===== src/hw/rtl/u16u8_pkg.sv =====
`timescale 1ns / 1ps

package u16u8_pkg;

	localparam int CP_W  = 21;
	localparam int CNT_W = 3;

	localparam logic [CP_W-1:0]  REPL_CP   = 21'h00fffd;
	localparam logic [CP_W-1:0]  SUPP_BASE = 21'h010000;
	localparam logic [5:0]       HIGH_TAG  = 6'b110110;
	localparam logic [5:0]       LOW_TAG   = 6'b110111;
	localparam logic [CNT_W-1:0] REPL_LEN  = 3'd3;

	// one queued job: optional replacement char, then optional code point
	typedef struct packed {
		logic            repl;
		logic            has_cp;
		logic [CP_W-1:0] cp;
	} job_t;

	function automatic logic [CNT_W-1:0] cp_len(input logic [CP_W-1:0] cp);
		logic [CNT_W-1:0] len;
		if (cp <= 21'h00007f) begin
			len = 3'd1;
		end else if (cp <= 21'h0007ff) begin
			len = 3'd2;
		end else if (cp <= 21'h00ffff) begin
			len = 3'd3;
		end else begin
			len = 3'd4;
		end
		return len;
	endfunction

	function automatic logic [7:0] utf8_enc(input logic [CP_W-1:0] cp,
		input logic [CNT_W-1:0] len, input logic [CNT_W-1:0] k);
		logic [7:0] b;
		b = 8'h00;
		unique case (len)
			3'd1: b = {1'b0, cp[6:0]};
			3'd2: begin
				if (k == 3'd0) begin
					b = {3'b110, cp[10:6]};
				end else begin
					b = {2'b10, cp[5:0]};
				end
			end
			3'd3: begin
				case (k)
					3'd0:    b = {4'b1110, cp[15:12]};
					3'd1:    b = {2'b10, cp[11:6]};
					default: b = {2'b10, cp[5:0]};
				endcase
			end
			default: begin
				case (k)
					3'd0:    b = {5'b11110, cp[20:18]};
					3'd1:    b = {2'b10, cp[17:12]};
					3'd2:    b = {2'b10, cp[11:6]};
					default: b = {2'b10, cp[5:0]};
				endcase
			end
		endcase
		return b;
	endfunction

endpackage


===== src/hw/rtl/u16u8_front.sv =====
`timescale 1ns / 1ps

module u16u8_front (
	input  logic                  clk,
	input  logic                  arst_n,
	input  logic                  accept,
	input  logic [15:0]           code_unit,
	output logic                  push,
	output u16u8_pkg::job_t       job
);

	logic       pend_valid_q;
	logic [9:0] pend_q;
	logic       is_high;
	logic       is_low;
	logic       pair;

	assign is_high = code_unit[15:10] == u16u8_pkg::HIGH_TAG;
	assign is_low  = code_unit[15:10] == u16u8_pkg::LOW_TAG;
	assign pair    = pend_valid_q && is_low;

	always_comb begin
		job.repl   = pend_valid_q && !is_low;
		job.has_cp = pair || !is_high;
		if (pair) begin
			job.cp = u16u8_pkg::SUPP_BASE + {1'b0, pend_q, code_unit[9:0]};
		end else if (is_low) begin
			job.cp = u16u8_pkg::REPL_CP;
		end else begin
			job.cp = {5'd0, code_unit};
		end
	end

	assign push = accept && (job.repl || job.has_cp);

	always_ff @(posedge clk or negedge arst_n) begin
		if (!arst_n) begin
			pend_valid_q <= 1'b0;
		end else if (accept) begin
			pend_valid_q <= is_high;
		end
	end

	always_ff @(posedge clk) begin
		if (accept && is_high) begin
			pend_q <= code_unit[9:0];
		end
	end

endmodule


===== src/hw/rtl/u16u8_fifo.sv =====
`timescale 1ns / 1ps

module u16u8_fifo #(
	parameter int DEPTH = 4
) (
	input  logic            clk,
	input  logic            arst_n,
	input  logic            push,
	input  u16u8_pkg::job_t push_job,
	input  logic            pop,
	output logic            full,
	output logic            head_valid,
	output u16u8_pkg::job_t head_job
);

	localparam int PTR_W = (DEPTH > 1) ? $clog2(DEPTH) : 1;
	localparam int CNT_W = $clog2(DEPTH + 1);

	u16u8_pkg::job_t  mem_q [DEPTH];
	logic [PTR_W-1:0] wr_ptr_q;
	logic [PTR_W-1:0] rd_ptr_q;
	logic [CNT_W-1:0] count_q;

	assign full       = count_q == CNT_W'(DEPTH);
	assign head_valid = count_q != '0;
	assign head_job   = mem_q[rd_ptr_q];

	always_ff @(posedge clk or negedge arst_n) begin
		if (!arst_n) begin
			wr_ptr_q <= '0;
			rd_ptr_q <= '0;
			count_q  <= '0;
		end else begin
			if (push) begin
				wr_ptr_q <= (wr_ptr_q == PTR_W'(DEPTH - 1)) ? '0 : wr_ptr_q + 1'b1;
			end
			if (pop) begin
				rd_ptr_q <= (rd_ptr_q == PTR_W'(DEPTH - 1)) ? '0 : rd_ptr_q + 1'b1;
			end
			if (push && !pop) begin
				count_q <= count_q + 1'b1;
			end else if (pop && !push) begin
				count_q <= count_q - 1'b1;
			end
		end
	end

	always_ff @(posedge clk) begin
		if (push) begin
			mem_q[wr_ptr_q] <= push_job;
		end
	end

endmodule


===== src/hw/rtl/u16u8_back.sv =====
`timescale 1ns / 1ps

module u16u8_back (
	input  logic            clk,
	input  logic            arst_n,
	input  logic            head_valid,
	input  u16u8_pkg::job_t head_job,
	output logic            pop,
	output logic            out_valid,
	output logic [7:0]      out_byte,
	output logic            out_last,
	input  logic            out_ready
);

	logic [u16u8_pkg::CNT_W-1:0] idx_q;
	logic [u16u8_pkg::CNT_W-1:0] len;
	logic [u16u8_pkg::CNT_W-1:0] total;
	logic [u16u8_pkg::CNT_W-1:0] k_sel;
	logic [u16u8_pkg::CNT_W-1:0] len_sel;
	logic [u16u8_pkg::CP_W-1:0]  cp_sel;
	logic                        repl_phase;
	logic                        last;
	logic                        step;
	logic                        valid_q;
	logic [7:0]                  byte_q;
	logic                        last_q;

	assign len        = u16u8_pkg::cp_len(head_job.cp);
	assign total      = (head_job.repl ? u16u8_pkg::REPL_LEN : 3'd0)
		+ (head_job.has_cp ? len : 3'd0);
	assign repl_phase = head_job.repl && (idx_q < u16u8_pkg::REPL_LEN);
	assign cp_sel     = repl_phase ? u16u8_pkg::REPL_CP : head_job.cp;
	assign len_sel    = repl_phase ? u16u8_pkg::REPL_LEN : len;
	assign k_sel      = (head_job.repl && !repl_phase) ? idx_q - u16u8_pkg::REPL_LEN : idx_q;
	assign last       = idx_q == total - 3'd1;
	assign step       = head_valid && (!valid_q || out_ready);
	assign pop        = step && last;

	always_ff @(posedge clk or negedge arst_n) begin
		if (!arst_n) begin
			idx_q   <= '0;
			valid_q <= 1'b0;
		end else begin
			if (step) begin
				idx_q   <= last ? '0 : idx_q + 1'b1;
				valid_q <= 1'b1;
			end else if (out_ready) begin
				valid_q <= 1'b0;
			end
		end
	end

	// output register
	always_ff @(posedge clk) begin
		if (step) begin
			byte_q <= u16u8_pkg::utf8_enc(cp_sel, len_sel, k_sel);
			last_q <= last;
		end
	end

	assign out_valid = valid_q;
	assign out_byte  = byte_q;
	assign out_last  = last_q;

endmodule


===== src/hw/rtl/utf16_to_utf8_transcoder.sv =====
// channel | dir | tdata                | tuser | tlast
// s_axis  | in  | [15:0] code_unit      | -     | -
// m_axis  | out | [7:0] utf8_byte      | -     | last_byte
//
// one utf-8 byte per cycle on the output while m_tready is high; an input unit
// yields 1 to 6 output bytes (0 for a held high surrogate), sent by the byte serializer.
// input is taken every cycle while the job queue (FIFO_DEPTH entries) has room.
// the first result byte passes through the job queue and the output register before it is valid.
// arst_n clears the pending surrogate, the queue and the output valid flag.
// output stalls fill the queue, then drop s_tready.
`timescale 1ns / 1ps

module utf16_to_utf8_transcoder #(
	parameter int FIFO_DEPTH = 4
) (
	input  logic        clk,
	input  logic        arst_n,
	input  logic        s_tvalid,
	output logic        s_tready,
	input  logic [15:0] s_tdata,   // [15:0] code_unit
	output logic        m_tvalid,
	input  logic        m_tready,
	output logic [7:0]  m_tdata,   // [7:0] utf8_byte
	output logic        m_tlast
);

	logic            accept;
	logic            push;
	logic            pop;
	logic            full;
	logic            head_valid;
	u16u8_pkg::job_t push_job;
	u16u8_pkg::job_t head_job;

	assign s_tready = !full;
	assign accept   = s_tvalid && s_tready;

	u16u8_front u_front (
		.clk       (clk),
		.arst_n    (arst_n),
		.accept    (accept),
		.code_unit (s_tdata),
		.push      (push),
		.job       (push_job)
	);

	u16u8_fifo #(
		.DEPTH (FIFO_DEPTH)
	) u_fifo (
		.clk        (clk),
		.arst_n     (arst_n),
		.push       (push),
		.push_job   (push_job),
		.pop        (pop),
		.full       (full),
		.head_valid (head_valid),
		.head_job   (head_job)
	);

	u16u8_back u_back (
		.clk        (clk),
		.arst_n     (arst_n),
		.head_valid (head_valid),
		.head_job   (head_job),
		.pop        (pop),
		.out_valid  (m_tvalid),
		.out_byte   (m_tdata),
		.out_last   (m_tlast),
		.out_ready  (m_tready)
	);

endmodule

===== config.mk =====
export PLATFORM = sky130hd
export DESIGN_NAME = utf16_to_utf8_transcoder
export DESIGN_NICKNAME = d
export VERILOG_FILES = /design/src/hw/rtl/u16u8_pkg.sv /design/src/hw/rtl/u16u8_front.sv /design/src/hw/rtl/u16u8_fifo.sv /design/src/hw/rtl/u16u8_back.sv /design/src/hw/rtl/utf16_to_utf8_transcoder.sv
export SDC_FILE = /design/constraint.sdc
export NUM_CORES = 1
export LEC_CHECK = 0
export BUFFER_PORTS_ARGS = -buffer_cell sky130_fd_sc_hd__buf_2
export CAP_MARGIN = 20
export CORE_MARGIN = 2
export CORE_UTILIZATION = 55
export CTS_CLUSTER_DIAMETER = 60
export DETAILED_ROUTE_END_ITERATION = 8
export PLACE_DENSITY = 0.81
export SETUP_SLACK_MARGIN = 0.5
export SLEW_MARGIN = 15
export SYNTH_ARGS = -nofsm -noshare
export SYNTH_HDL_FRONTEND = slang
export SYNTH_SLANG_ARGS = --single-unit

===== constraint.sdc =====
create_clock -name clk -period 13.95 [get_ports clk]
set_clock_uncertainty 0.05 [all_clocks]
set_input_delay 0 -clock clk [delete_from_list [all_inputs] [get_ports clk]]
set_output_delay 0 -clock clk [all_outputs]
set_load 0.005 [all_outputs]

==> results.txt <==
----------------------------------------------------
[Status]
  Result of the run ... completed

[Synthesis]
  Main combinational cell family by area after synthesis ... multiplexers
  Portion of netlist area occupied by mux cells ... 13.05%
  Average cell area after synthesis ... 14.34 sq um
  Complex-gate fraction of the synthesized area ... 10.65%
  Mapped Nets ... roughly 460
  Post-Syn Area ... between 0.006 and 0.007 sq mm
  Total number of yosys warnings ... 0
  Fraction of synthesized cell area in xor and xnor cells ... 1.376%
  Count of mapped cells out of synthesis ... 431
  Async set or reset register ratio after synthesis ... 9.756%
  Synth cell types ... 75
  Seq cells post-synth ... approximately 120
  Sequential area share after synthesis ... 58.77%
  Adder-cell share of the synthesized area ... ~2.6%
  Most used DFF post-synth ... edfxtp_1
  Simple logic cell fraction of the synthesized area ... 10.87%
  Number of synthesized flops with an enable pin ... 111

[Worst setup path]
  Kind of end point of the critical path ... register
  Biggest fanout along the worst timing path ... 21
  CP Data Arrival Time ... 5550 ps
  Path type of the worst setup path ... register to register
  Required @ worst endpoint ... approximately 14000 ps
  Crit path launch type ... register

[Cells and area]
  Ratio of cells with drive above 1 in the final layout ... 24.45%
  Final #Nets ... about 520
  Area growth syn-to-layout ... 18.24%
  Fin cells ... around 640
  Area of all placed cells without fillers ... 0.007310 sq mm
  ANT cells ... 0

[CTS]
  Post-CTS Setup Bufs ... 0
  Master cell of the clock root buffer ... clkbuf_8
  TritonCTS buffer count ... 17
  Number of hold-repair buffers added at the cts stage ... 21
  Post-cts resize count ... 0
  Clock transition at the register clock pins on the worst setup and hold paths after CTS ... 60 ps
  Clock Sink Count ... about 120
  Worst-case clock buffer depth ... 2
  Clock tree from TritonCTS ... done
  Deepest level of the CTS H-tree ... 4
  Insertion delay of the later-clocked pin in the worst-skew pair ... 520 ps

[Placed design]
  Total half-perimeter wirelength after legalization and detailed placement ... roughly 9500 um
  Standard cell area after detailed placement ... 0.006474 sq mm
  Port bufs ... 30
  Cell Count Post-Placement ... 590
  Placer congestion estimate ... 0.8898

[Power and ir drop]
  Fraction of power spent switching nets ... around 37%
  Part of the total power dissipated in the clock network ... between 20% and 30%
  Reported net switching power ... 660.1 uW
  Sequential group share of total power ... 30.8%
  Internal power ... 1.110 mW
  Total Power Consumption ... 1.770 mW
  Leakage power total ... 2.658 nW
  Share of total power in combinational logic ... 43.0%
  Pwr dens ... 242.1 mW/mm^2
  Maximum vdd drop ... 0.0002044 V

[Routing]
  Final wirelength ... 14950 um
  Via count ... 4072
  Drt pass-1 iters ... 7
  Number of vias per cell ... between 6 and 7
  DRC violation count after routing ... 0
  Iteration-0 DRC Markers ... 384
  Antenna Nets Post-Route ... 0
  Average detailed-routed wire length per instance ... 23.24 um

[Global routing]
  First-pass GRT wire length ... 22940 um
  Number of global-route vias before repair ... 4099
  Met2 track demand over resource ... between 40% and 50%
  Global routing usage on met1 ... 32.90%
  GR peak layer ... met2
  GRT Residual Overflow ... 0
  GR Util All Layers ... between 20% and 30%
  Met3 global-route usage ... roughly 7.6%
  Initial antenna violation count ... 0
  Largest net degree at the start of global routing ... 30

[Floorplanning]
  Area of the die ... 0.01210 sq mm
  Height of the die ... 110.0 um
  Row Count ... 38
  Floorplan core area ... 0.01089 sq mm
  Number of top-level pins ... 31
  Initial core utilization ... 56.78%
  Horizontal die dimension ... about 110 um

[STA]
  Final worst path period need ... between 5000 and 6000 ps
  Slew Viols, Final ... 0
  Slew @ Worst Pin ... 974.3 ps
  Portion of the clock cycle consumed by the worst path in the final layout ... between 30% and 40%
  Unrepaired setup endpoints after global routing ... no
  Highest Clock Rate ... 0.1924 GHz
  Relative slew slack ... 34.81%
  Total setup violations reported at the end of the flow ... 0
  Final sum of negative setup slack ... 0 ps
  Final Hold Violating Endpoints ... 0

[Worst hold path]
  Worst min path class ... primary input to register

[Job]
  Total of max-cap violations ... 0

----------------------------------------------------
==> path summary, 6_finish.rpt <==
path / start / endpoint / slack (ps) / cells past startpoint
max: u_fifo.rd_ptr_q[1]$_DFFE_PN0P_ / u_fifo.count_q[1]$_DFFE_PN0P_ / 8750 / 18
min: s_tdata[2] / u_front.pend_q[2]$_DFFE_PP_ / 160 / 2
max reg2reg: u_fifo.rd_ptr_q[1]$_DFFE_PN0P_ / u_fifo.count_q[1]$_DFFE_PN0P_ / 8750 / 18
min reg2reg: u_fifo.count_q[2]$_DFFE_PN0P_ / u_fifo.count_q[2]$_DFFE_PN0P_ / 460 / 1
max in group asynchronous: arst_n / u_fifo.wr_ptr_q[1]$_DFFE_PN0P_ / 12900 / 3
min in group asynchronous: arst_n / u_fifo.rd_ptr_q[0]$_DFFE_PN0P_ / 560 / 3
==> placed cells by master, fill, tap and decap left out, types with 3 or more instances in the layout <==
cell	instances
mux4_1	8
dlygate4sd3_1	21
nor3_1	5
o2111ai_1	4
nor2b_1	6
and3_1	3
mux2i_1	6
nand3_1	10
a22oi_1	3
inv_6	3
a21oi_1	15
edfxtp_1	111
mux2_2	11
o22ai_1	3
nand2b_1	11
inv_1	16
and2_1	9
ha_1	11
bufinv_16	4
or2_2	8
xor2_1	4
clkinv_4	3
xnor2_1	3
o32ai_1	3
o21ai_0	12
nand2_1	18
nor2_1	28
dfrtp_1	12
o21a_1	6
a31oi_1	4
o211ai_1	7
clkbuf_16	16
buf_2	30
buf_4	9
mux4_2	17
==> final cells by class <==
| type | count | area, sq um |
|---|---|---|
| multi-input cells | 270 | 2380 |
| well taps | 140 | 175.2 |
| fillers | 759 | 3578 |
| clock inverters | 14 | 207.7 |
| clock buffers | 18 | 417.9 |
| repair buffers | 60 | 427.9 |
| inverters | 18 | 67.56 |
| flip-flops and latches | 123 | 3633 |
==> cells by family after synthesis <==
group / count (synthesis)
adders and majority gates: 12
xor gates and xnor gates: 8
buffers and inverters: 38
DFF: 123
AOI/OAI and AO/OA: 88
and+or+nand+nor: 118
muxes: 44
==> metrics by stage <==
step | hold WS [ps] | utilization, % | setup slack (ps)
2_1_floorplan | -345.6 | - | 9287
3_3_place_gp | -155.1 | 59.46 | 8959
3_5_place_dp | -145.9 | 59.46 | 8802
4_1_cts | 117.7 | 67.13 | 8750
5_1_grt | 139.5 | 67.13 | 8498
6_report | 157.8 | 67.13 | 8752
==> critical path, cell delays in order (launching register included) <==
cell	delay, ps
dfrtp_1	670
buf_4	400
mux4_2	430
nor4_2	420
nand2_2	240
o211ai_1	250
ha_1	260
inv_1	60
ha_1	230
xnor2_1	150
nand2_1	100
or4_4	500
nand3_4	100
and2_4	180
inv_1	50
ha_1	190
inv_1	70
fa_1	430
mux2_2	280
==> sequential cells by signal, summed over array words and instances, names as in the netlist <==
name and cells:
u_back.out_last 1, u_back.idx_q 3, u_fifo.count_q 3, u_fifo.wr_ptr_q 2, u_back.out_valid 1, u_back.out_byte 8, u_front.pend_valid_q 1, u_fifo.rd_ptr_q 2
u_front.pend_q 10, u_fifo.mem_q 92
==> metal layers <==
metal	vias to the layer above	share of wire (%)
met5	-	0
met4	0	2.9
met3	33	5.6
met2	184	51
met1	2020	40
li1	1835	-
==> synth_stat cells, drive strengths merged (5+ instances only) <==
library cell	count	area, sq um
mux4	25	593.1
and2	10	65.06
a21oi	16	83.83
ha	11	137.6
nor2b	6	37.54
o21a	6	45.04
edfxtp	111	3333
dfrtp	12	300.3
nor3	6	35.03
nand2	19	73.82
buf	9	60.05
inv	16	60.06
nor2	28	105.1
nand2b	11	68.82
clkbuf	11	41.29
or2	8	50.05
o2111ai	5	50.04
mux2i	6	60.06
o21ai	13	65.06
nand3	11	67.57
o211ai	7	52.55
mux2	13	153.9
==> power groups by stage <==
stage                     Clock, mW  Sequential (mW)  Combinational, mW
final                         0.465            0.545              0.760
after CTS                     0.471            0.544              0.749
after floorplan                   0            0.530              0.567
after global routing          0.488            0.553              0.823
after global placement            0            0.546              0.727
after detailed placement          0            0.549              0.737
Power figures use the tool's default switching activity.
